**src/hdl/sti_pkg.sv**
```systemverilog
// Types and constants shared by the interpolator modules.
package sti_pkg;

  // Widths fixed by the item fields
  localparam int CNT_W      = 11;
  localparam int DATA_W     = 32;
  localparam int CFG_ADDR_W = 3;
  localparam int CFG_DATA_W = 32;

  // Scale-divide unit: one quotient digit (0, 1 or 2) per step
  localparam int DIV_STEPS  = 32;
  localparam int DIV_STEP_W = $clog2(DIV_STEPS);

  localparam logic [DATA_W-1:0] VALUE_MAX = 32'h7fff_ffff;
  localparam logic [DATA_W-1:0] VALUE_MIN = 32'h8000_0000;

  typedef enum logic [0:0] {
    OP_LOAD  = 1'b0,
    OP_QUERY = 1'b1
  } op_t;

  typedef enum logic [2:0] {
    STATUS_EXACT     = 3'd0,
    STATUS_INTERP    = 3'd1,
    STATUS_PAST_END  = 3'd2,
    STATUS_EXHAUSTED = 3'd3,
    STATUS_ORDER_ERR = 3'd4
  } status_t;

  // Register index taken from the word address
  typedef enum logic [0:0] {
    REG_POINTS_IN_USE = 1'b0
  } reg_idx_t;

  typedef enum logic [2:0] {
    ST_IDLE,
    ST_FETCH,
    ST_TEST,
    ST_FETCH_PREV,
    ST_SETUP,
    ST_DIVIDE
  } state_t;

  // Request to the scale-divide unit: quot = floor(mag * t / dx), t < dx
  typedef struct packed {
    logic              start;
    logic [DATA_W-1:0] mag;
    logic [DATA_W-1:0] t;
    logic [DATA_W-1:0] dx;
  } div_req_t;

  typedef struct packed {
    logic              done;
    logic [DATA_W-1:0] quot;
  } div_rsp_t;

endpackage

```
**src/hdl/sti_scale_div.sv**
```systemverilog
// Bit-serial unit that computes floor(mag * t / dx) for t < dx.
module sti_scale_div (
  input  logic             clk,
  input  logic             rst,
  input  sti_pkg::div_req_t req,
  output sti_pkg::div_rsp_t rsp
);

  localparam int DW = sti_pkg::DATA_W;
  localparam int SW = sti_pkg::DIV_STEP_W;
  localparam logic [SW-1:0] STEP_LAST = SW'(sti_pkg::DIV_STEPS - 1);

  logic          running;
  logic          done;
  logic [SW-1:0] step;
  logic [DW-1:0] mag_sh;
  logic [DW-1:0] t;
  logic [DW-1:0] dx;
  logic [DW-1:0] rem;
  logic [DW-1:0] quot;

  logic [DW+1:0] sum;
  logic [DW+1:0] dx1;
  logic [DW+1:0] dx2;
  logic [DW+1:0] sum_left;
  logic [1:0]    digit;
  logic [DW-1:0] rem_next;
  logic [DW-1:0] quot_next;

  // One step: rem*2 + bit*t lies below 3*dx, so the quotient digit is 0, 1 or 2
  always_comb begin
    sum = {1'b0, rem, 1'b0} + (mag_sh[DW-1] ? {2'b00, t} : '0);
    dx1 = {2'b00, dx};
    dx2 = {1'b0, dx, 1'b0};
    if (sum >= dx2) begin
      digit    = 2'd2;
      sum_left = sum - dx2;
    end else if (sum >= dx1) begin
      digit    = 2'd1;
      sum_left = sum - dx1;
    end else begin
      digit    = 2'd0;
      sum_left = sum;
    end
    rem_next  = sum_left[DW-1:0];
    quot_next = {quot[DW-2:0], 1'b0} + DW'(digit);
  end

  // Sequence the steps and pulse done after the last one
  always_ff @(posedge clk) begin
    if (rst) begin
      running <= 1'b0;
      done    <= 1'b0;
      step    <= '0;
    end else begin
      done <= 1'b0;
      if (req.start) begin
        running <= 1'b1;
        step    <= STEP_LAST;
      end else if (running) begin
        step <= step - SW'(1);
        if (step == '0) begin
          running <= 1'b0;
          done    <= 1'b1;
        end
      end
    end
  end

  // Hold operands and advance remainder and quotient
  always_ff @(posedge clk) begin
    if (req.start) begin
      mag_sh <= req.mag;
      t      <= req.t;
      dx     <= req.dx;
      rem    <= '0;
      quot   <= '0;
    end else if (running) begin
      mag_sh <= {mag_sh[DW-2:0], 1'b0};
      rem    <= rem_next;
      quot   <= quot_next;
    end
  end

  assign rsp.done = done;
  assign rsp.quot = quot;

endmodule

```
**config.mk**
```make
export PLATFORM = sky130hd
export DESIGN_NAME = sti_scale_div
export DESIGN_NICKNAME = d
export VERILOG_FILES = /design/src/hdl/sti_pkg.sv /design/src/hdl/sti_scale_div.sv
export SDC_FILE = /design/constraint.sdc
export NUM_CORES = 1
export LEC_CHECK = 0
export BUFFER_PORTS_ARGS = -buffer_cell sky130_fd_sc_hd__buf_2
export CAP_MARGIN = 20
export CORE_UTILIZATION = 40
export CTS_CLUSTER_DIAMETER = 50
export DETAILED_ROUTE_END_ITERATION = 10
export GPL_ROUTABILITY_DRIVEN = 1
export PLACE_DENSITY = 0.6
export SLEW_MARGIN = 30
export SYNTH_ARGS = -nofsm -noshare
export SYNTH_HDL_FRONTEND = slang
export SYNTH_SLANG_ARGS = --single-unit
export TNS_END_PERCENT = 20
```
**constraint.sdc**
```tcl
create_clock -name clk -period 14.35 [get_ports clk]
set_input_delay 1.435 -clock clk [delete_from_list [all_inputs] [get_ports clk]]
set_output_delay 1.435 -clock clk [all_outputs]
set_load 0.02 [all_outputs]
```
==> metrics.cfg, run 1 <==
[status]
status = completed

[critical_path]
rr_startpoint = mag_sh[31]
cpMostUsedCell = ha_1
cp.required_ps = 14690
ff2ff_path_depth = 29
crit_type = flip-flop to flip-flop
reg2reg_slack_ps = 6370
r2r-end = quot[30]
arrival_ps = 8320
cp_slowest_cell = edfxtp_1
cp-end-kind = flip-flop
setup.worst_path.end = quot[30]
slowest_delay_ps = 720
start_kind = flip-flop
startpoint = mag_sh[31]
worstPathMaxFanout = 41

[clock_network]
h-tree-depth = 4
tritoncts = built
clockBufferDepth = 2
tritoncts.num_buffers = 17
root_buffer = clkbuf_16
postCtsHoldBufs = 0
clock_sinks = 167
cts_setup_buffers = 0
cts_resized = 0
clock_latency_ps = 440
clk_pin_slew_ps = 70

[timing]
fin_crit_ps = 7980
fmaxAchievable_ghz = 0.125
fin_crit_sh_pct = 55.6
hold_viol = 0
maxSlewViolCount = 0
setup_violations = 0
max_slew_margin_pct = 45.1
holdWs_ps = 469
worst_pin_slew_ps = 802
rsz0062_at_grt = no
fin_setup_tns_ps = 0
skew_ps = 20.2

[synthesis]
synth_cell_types = 84
syn-cell-area_sq_um = 12200
ys.flop_type = edfxtp_1
ys_ff_latch = 167
yosys-top-cells-area = edfxtp_1 (24%), dfxtp_1 (12%), ha_1 (10%), a21oi_1 (4.2%), xor2_1 (4.2%)
synth_top_area_cell = edfxtp_1
ys.warnings.count = 0
synthCells = 1309
synth_nets = 1510
synth_top_area_share_pct = 23.7
synth-edff-count = 96
synth_seq_area_share_pct = 35.4
async_flop_share_pct = 0
avgSynthCellArea_sq_um = 9.30

[global_routing]
overflow = 0
first_global_vias = 9812
grt_pass1_wl_um = 51400
grtUsageTotal_pct = 21.1
grt_max_degree = 83
antenna_found_initial = 1

[min_path]
worstHoldStart = rem[18]
hold_class = flip-flop to flip-flop
worstHoldPathCells = 1

[route]
drc = 0
via_per_inst = 5.54
first_pass_iters = 5
wire_per_inst_um = 17.6
drt_iter0_drc = 607
vias = 10100
antenna_left = 0
drt-total-wl_um = 32000

[power]
power_density_nw_per_um2 = 201
power_frac_comb_pct = 61.0
intPower_uw = 1490
p_total_uw = 2760
p_switching_uw = 1280
seq_power_share_pct = 22.4
power.clock.fraction_pct = 16.7
p_leak_uw = 0.00602
ir_drop_uv = 99.6
swShare_pct = 46.2

[floorplan]
die_y_um = 176
coreArea_sq_um = 29800
dieArea_sq_um = 31100
row_count = 63
ios = 132
initial_core_util_pct = 40.8
die_w_um = 176

[cells_and_area]
drive_gt1_share_pct = 16.6
final_area_sq_um = 13800
fin_nets = 1620
area_delta_synth_final_pct = 13.0
n_antenna_cell = 0
fillCellCount = 2915

[place]
numPortBuffers = 131
place_hpwl_um = 24600
gp_congestion = 0.916
dpl-instance-area_sq_um = 13200

[job]
cap_violations = 0

-- cell type report --
type	instances	area [sq um]	area share, %
timing repair buffer	140	729	5.30
tap	390	488	3.55
clock inverter	15	171	1.25
inverter	57	214	1.56
sequential	167	4310	31.3
multi-input combinational	1036	7420	53.9
clock buffer	17	425	3.09
-- layout by cell type (no fill, tap or decap), types with 11 or more instances in the layout --
cell type  instances
buf_2            130
nor2_1           101
edfxtp_1          96
a21oi_1          102
xnor2_1           49
mux2i_1           18
and3_1            20
and2_1            37
nor3_1            18
ha_1              99
clkbuf_16         17
nor2b_1           11
nand4_1           17
a21o_1            52
dfxtp_1           70
nand2b_1          13
mux2_2            34
xor2_1            58
o21a_1            16
o21ai_0           76
nand3_1           33
a211oi_1          34
nand2_1           81
o211ai_1          15
inv_1             56
-- registers in the layout (all words and copies together), names as in the netlist --
signal   count
step         5
done         1
mag_sh      32
dx          32
running      1
t           32
rem         32
quot        32
-- per-stage QoR --
| step | cells | setup slack [ps] | utilization [%] |
|---|---|---|---|
| 2_1_floorplan | 1309 | 7660 | - |
| 3_5_place_dp | 1790 | 6470 | 44.2 |
| 3_3_place_gp | 1790 | 6660 | 44.2 |
| 6_report | 1822 | 6370 | 46.2 |
| 4_1_cts | 1822 | 6420 | 46.2 |
| 5_1_grt | 1822 | 5770 | 46.2 |
-- kinds of logic after synthesis --
logic type / Yosys count / share of synthesized area, %
fa+ha+maj: 102 / 10.7
flops: 167 / 35.4
xor+xnor: 107 / 7.70
compound gates: 393 / 21.8
buf+inv: 106 / 3.76
mux: 59 / 5.27
simple gates: 375 / 15.4
-- synth_stat cells (5+ instances only) --
library cell / n
o211ai_1: 15
nor2_1: 102
xor2_1: 58
ha_1: 99
nand3_1: 33
mux2_2: 34
a21o_1: 52
a21oi_1: 102
a22o_1: 5
a211o_1: 7
mux2i_1: 18
or3_1: 9
o21ai_1: 5
mux2_1: 7
nor4_1: 8
nor2b_1: 11
and3_1: 20
buf_2: 7
nor3_1: 18
or2_2: 5
and2_1: 37
o21a_1: 16
o31ai_1: 9
dfxtp_1: 71
o21ai_0: 76
nand2_1: 81
a211oi_1: 34
clkbuf_1: 31
a31oi_1: 7
inv_1: 56
nand4_1: 17
xnor2_1: 49
nand2b_1: 13
o21bai_1: 9
edfxtp_1: 96
o211a_1: 5
-- power groups by stage --
stage / registers, uW / clock network (uW) / logic (uW)
after floorplan: 619 / 0 / 1300
after global placement: 629 / 0 / 1660
after detailed placement: 629 / 0 / 1670
after CTS: 619 / 475 / 1680
after global routing: 627 / 491 / 1870
final: 618 / 461 / 1690
-- critical path, delay by kind of cell, from the launching register on --
family | cells | cell delay [ps]
adder cells (fa/ha/maj) | 4 | 1360
AND/OR/NAND/NOR | 14 | 3480
AO/OA/AOI/OAI | 7 | 1450
XOR/XNOR | 2 | 340
flip-flops | 1 | 720
buffers and inverters | 2 | 540
-- worst min path at each step --
| stage | endpoint | slack, ps |
|---|---|---|
| final | rem[18] | 470 |
| after global routing | rem[12] | 500 |
| after CTS | rem[18] | 470 |
| after detailed placement | rem[18] | 450 |
| after global placement | quot[31] | 440 |
| after floorplan | rem[16] | 430 |
-- routing by layer --
layer	routed length (um)	track usage (%)	vias to the layer above	share of wire, %
met5	0	0	-	0
met4	599	5.96	0	1.9
met3	1250	3.27	34	3.9
met2	15700	36.8	228	49
met1	14500	26.9	4755	45
li1	-	-	5081	-
(Power assumes the default switching activity.)
==> run 2: changes to the inputs <==
clock period = 7.8 ns   (was 14.35 ns; I/O delays follow)
==> run 2 against run 1 <==
- flip-flop and latch count is the same
- sequential power grew 84%
- largest power group unchanged
- via count grew 0.72%
==> metrics.cfg, run 2 (synthesized netlist as in run 1, its figures left out) <==
[timing]
maxSlewViolCount = 0  ; unchanged
setup_violations = 0  ; unchanged
hold_viol = 0  ; unchanged
skew_ps = 14.4  ; -5.83 ps
fmaxAchievable_ghz = 0.142  ; +13%
max_slew_margin_pct = 43.0  ; -2.2 points
rsz0062_at_grt = no
fin_crit_ps = 7060  ; -920 ps
worst_pin_slew_ps = 856  ; +53.1 ps
holdWs_ps = 463  ; -6.34 ps
fin_setup_tns_ps = 0  ; unchanged
fin_crit_sh_pct = 90.5  ; +35 points

[route]
wire_per_inst_um = 17.8  ; +1.5%
drt_iter0_drc = 753  ; +24%
via_per_inst = 5.58  ; +0.61%
drc = 0  ; unchanged
drt-total-wl_um = 32500  ; +1.6%
vias = 10200  ; +0.72%
antenna_left = 0  ; unchanged
first_pass_iters = 5  ; unchanged

[critical_path]
cp.required_ps = 8150  ; -6540 ps
cp_slowest_cell = or4_1
arrival_ps = 7410  ; -910 ps
cp_num_cells = 27  ; -6.9%
path_delay_family = simple AND/OR/NAND/NOR gates
ff2ff_path_depth = 27  ; -6.9%
start_kind = flip-flop
cp-end-kind = flip-flop
worstPathMaxFanout = 8  ; -80%
crit_type = flip-flop to flip-flop
slowest_delay_ps = 520  ; -200 ps
cpMostUsedCell = ha_1
reg2reg_slack_ps = 740  ; -5630 ps
worst-path-buf-inv = 1  ; -1

[cells_and_area]
drive_gt1_share_pct = 16.7  ; +0.12 points
final_common_cell = buf_2
n_antenna_cell = 0  ; unchanged
area_delta_synth_final_pct = 13.3
layout_common_cells = buf_2 (130), a21oi_1 (102), nor2_1 (101)
fin_nets = 1622  ; +0.12%
fillCellCount = 2915  ; unchanged

[clock_network]
clockBufferDepth = 2  ; unchanged
cts_resized = 0  ; unchanged
root_buffer = clkbuf_16
clk_pin_slew_ps = 70  ; about the same
tritoncts = built
postCtsHoldBufs = 0  ; unchanged
cts_setup_buffers = 0  ; unchanged
clock_latency_ps = 450  ; about the same
tritoncts.num_buffers = 17  ; unchanged
h-tree-depth = 4  ; unchanged
clock_sinks = 167  ; unchanged

[job]
cap_violations = 0  ; unchanged

[global_routing]
grt_pass1_wl_um = 51400  ; about the same
grt_max_degree = 98  ; +18%
antenna_found_initial = 0  ; -1
first_global_vias = 9764  ; -0.49%
overflow = 0  ; unchanged
grtUsageTotal_pct = 21.2  ; +0.12 points

[power]
seq_power_share_pct = 22.1  ; -0.3 points
power_frac_comb_pct = 60.7  ; -0.3 points
ir_drop_uv = 201  ; +100%
power.clock.fraction_pct = 17.2  ; +0.5 points
swShare_pct = 45.9  ; -0.26 points
intPower_uw = 2780  ; +87%
p_switching_uw = 2360  ; +85%
power_density_nw_per_um2 = 372  ; +85%
p_leak_uw = 0.00605  ; +0.43%

[floorplan]
die_w_um = 176  ; unchanged
die_y_um = 176  ; unchanged
row_count = 63  ; unchanged
dieArea_sq_um = 31100  ; unchanged
initial_core_util_pct = 40.8  ; unchanged
ios = 132  ; unchanged
coreArea_sq_um = 29800  ; unchanged

[min_path]
hold_class = flip-flop to flip-flop
worstHoldPathCells = 1  ; unchanged

[status]
status = completed

[place]
gp_congestion = 0.899  ; -1.8%
numPortBuffers = 131  ; unchanged
place_hpwl_um = 24800  ; +0.76%

==> run 2: final cells by class <==
class	count	area [sq um]	share of cell area (%)
Multi-Input combinational cell	1036	7420	53.8
Sequential cell	167	4310	31.2
Timing Repair Buffer	142	744	5.40
Tap cell	390	488	3.54
Clock buffer	17	425	3.08
Inverter	57	214	1.55
Clock inverter	15	196	1.42
==> run 2: worst paths after layout <==
path	from	endpoint
hold reg to reg	rem[21]	rem[21]
hold / removal	rem[21]	rem[21]
setup reg to reg	mag_sh[31]	quot[29]
setup / recovery	mag_sh[31]	quot[29]
==> run 2: metal layers <==
| layer | vias up | global-route usage, % | part of all wire [%] |
|---|---|---|---|
| met5 | - | 0 | 0 |
| met4 | 0 | 8.37 | 2.9 |
| met3 | 55 | 3.34 | 4.0 |
| met2 | 237 | 35.6 | 48 |
| met1 | 4801 | 27.3 | 45 |
| li1 | 5078 | - | - |
==> run 2: power by group through the flow <==
stage	Combinational, uW	Sequential, uW	Clock, uW
final	3110	1140	885
after CTS	3090	1140	910
after floorplan	2390	1140	0
after global placement	3060	1150	0
after detailed placement	3070	1150	0
after global routing	3430	1150	942
==> run 2: worst reg2reg max path, delay by kind of cell (launching register included) <==
| kind | cells | cell delay (ps) |
|---|---|---|
| AND/OR/NAND/NOR | 13 | 3250 |
| adder cells (fa/ha/maj) | 5 | 1550 |
| AO/OA/AOI/OAI | 7 | 1470 |
| flip-flops | 1 | 460 |
| XOR/XNOR | 1 | 180 |
| buffers and inverters | 1 | 60 |
==> run 2: stage by stage <==
stage | std cells | util [%] | area, sq um | worst slack [ps] | power (uW)
finish | 1824 | 46.3 | 13800 | 740 | 5130
global placement | 1792 | 44.2 | 13200 | 1010 | 4210
detailed placement | 1792 | 44.2 | 13200 | 868 | 4220
CTS | 1824 | 46.3 | 13800 | 791 | 5140
floorplan | 1309 | - | 12200 | 1110 | 3530
global route | 1824 | 46.3 | 13800 | 23.8 | 5520
==> run 3: changes to the inputs <==
SETUP_SLACK_MARGIN = 0.3   (was unset)
clock period = 8.7 ns   (was 7.8 ns; I/O delays follow)
==> run 3 against run 2 <==
- critical path depth rose by 1
- final cell count unchanged
- combinational power decreased by 10%
- maximum frequency fell by 6.3%
- sequential power fell by 11%
- clock power fell by 11%
- die area did not move
- hold slack lost 4.4 ps
- critical path type unchanged
- largest cell class unchanged
==> metrics.cfg, run 3 (synthesized netlist as in run 1, its figures left out) <==
[place]
dpl-instance-area_sq_um = 13200  ; unchanged
place_hpwl_um = 24900  ; +0.54%
gp_congestion = 0.910  ; +1.1%
numPortBuffers = 131  ; unchanged

[cells_and_area]
final_common_cell = buf_2
drive_gt1_share_pct = 16.7  ; -0.070 points
final_area_sq_um = 13800  ; about the same
n_antenna_cell = 0  ; unchanged
area_delta_synth_final_pct = 13.3  ; about the same
fin_nets = 1622  ; unchanged
layout_common_cells = buf_2 (130), a21oi_1 (102), nor2_1 (101)

[critical_path]
slowest_delay_ps = 540  ; +20 ps
worstPathMaxFanout = 32  ; +24
start_kind = flip-flop
arrival_ps = 7860  ; +450 ps
crit_type = flip-flop to flip-flop
cp_slowest_cell = or4_1
cp.required_ps = 9030  ; +880 ps
cp-end-kind = flip-flop
cpMostUsedCell = ha_1

[timing]
fin_setup_tns_ps = 0  ; unchanged
hold_viol = 0  ; unchanged
fmaxAchievable_ghz = 0.133  ; -6.3%
holdWs_ps = 458  ; -4.41 ps
maxSlewViolCount = 0  ; unchanged
fin_crit_sh_pct = 86.6  ; -3.9 points
max_slew_margin_pct = 41.8  ; -1.2 points
worst_pin_slew_ps = 851  ; -4.16 ps
rsz0062_at_grt = no
fin_crit_ps = 7540  ; +476 ps
setup_violations = 0  ; unchanged
skew_ps = 14.6  ; +0.169 ps

[clock_network]
tritoncts = built
cts_resized = 0  ; unchanged
clockBufferDepth = 2  ; unchanged
tritoncts.num_buffers = 17  ; unchanged
clock_sinks = 167  ; unchanged
clk_pin_slew_ps = 70  ; about the same
postCtsHoldBufs = 0  ; unchanged
clock_latency_ps = 440  ; about the same
h-tree-depth = 4  ; unchanged
cts_setup_buffers = 0  ; unchanged
root_buffer = clkbuf_16

[floorplan]
row_count = 63  ; unchanged
die_y_um = 176  ; unchanged
initial_core_util_pct = 40.8  ; unchanged
die_w_um = 176  ; unchanged
coreArea_sq_um = 29800  ; unchanged
dieArea_sq_um = 31100  ; unchanged
ios = 132  ; unchanged

[global_routing]
overflow = 0  ; unchanged
first_global_vias = 9989  ; +2.3%
grt_max_degree = 83  ; -15%
grt_pass1_wl_um = 51900  ; +0.99%
antenna_found_initial = 0  ; unchanged
grtUsageTotal_pct = 21.3  ; +0.054 points

[power]
power_density_nw_per_um2 = 333  ; -10%
ir_drop_uv = 182  ; -9.2%
p_leak_uw = 0.00604  ; about the same

[route]
drt_iter0_drc = 646  ; -14%
wire_per_inst_um = 17.8  ; about the same
first_pass_iters = 5  ; unchanged
drc = 0  ; unchanged
antenna_left = 0  ; unchanged
via_per_inst = 5.56  ; -0.35%
drt-total-wl_um = 32500  ; about the same
vias = 10100  ; -0.35%

[job]
cap_violations = 0  ; unchanged

[min_path]
hold_class = flip-flop to flip-flop

[status]
status = completed

[run 3: final cells by class]
type / instances / area, sq um
clock inverters: 14 / 185
fillers: 2934 / 16000
repair buffers: 142 / 744
well taps: 390 / 488
inverters: 57 / 214
flip-flops and latches: 167 / 4310
clock buffers: 18 / 429
multi-input cells: 1036 / 7420
[run 3: critical path: cells and delay by family, from the launching register on]
family / cells / cell delay [ps]
and+or+nand+nor: 13 / 3320
xor gates and xnor gates: 1 / 170
DFF: 1 / 350
buffers and inverters: 2 / 480
AOI/OAI and AO/OA: 7 / 1550
adders and majority gates: 5 / 1560
[run 3: stage by stage]
stage / std cells / utilization, % / setup WS (ps) / total power [uW]
2_1_floorplan: 1309 / - / 2010 / 3170
3_3_place_gp: 1792 / 44.2 / 1560 / 3780
3_5_place_dp: 1792 / 44.2 / 1320 / 3790
4_1_cts: 1824 / 46.3 / 1190 / 4610
5_1_grt: 1824 / 46.3 / 583 / 4950
6_report: 1824 / 46.3 / 1160 / 4600
[run 3: final timing paths]
| check | startpoint | end | slack [ps] | cells past startpoint |
|---|---|---|---|---|
| worst max-delay path | mag_sh[31] | quot[29] | 1160 | 28 |
| worst min-delay path | rem[16] | rem[16] | 460 | 2 |
| worst max register to register | mag_sh[31] | quot[29] | 1160 | 28 |
| worst min register to register | rem[16] | rem[16] | 460 | 2 |
[run 3: where the power goes]
part	total (uW)	internal, uW	switching (uW)
sequential	1020	947	70.4
clock	790	415	374
combinational	2790	1130	1660
[run 3: metal layers]
layer	wire, um	global-route usage (%)
met1	14600	27.1
met2	15500	36.1
met3	1400	3.40
met4	962	7.94
met5	0	0
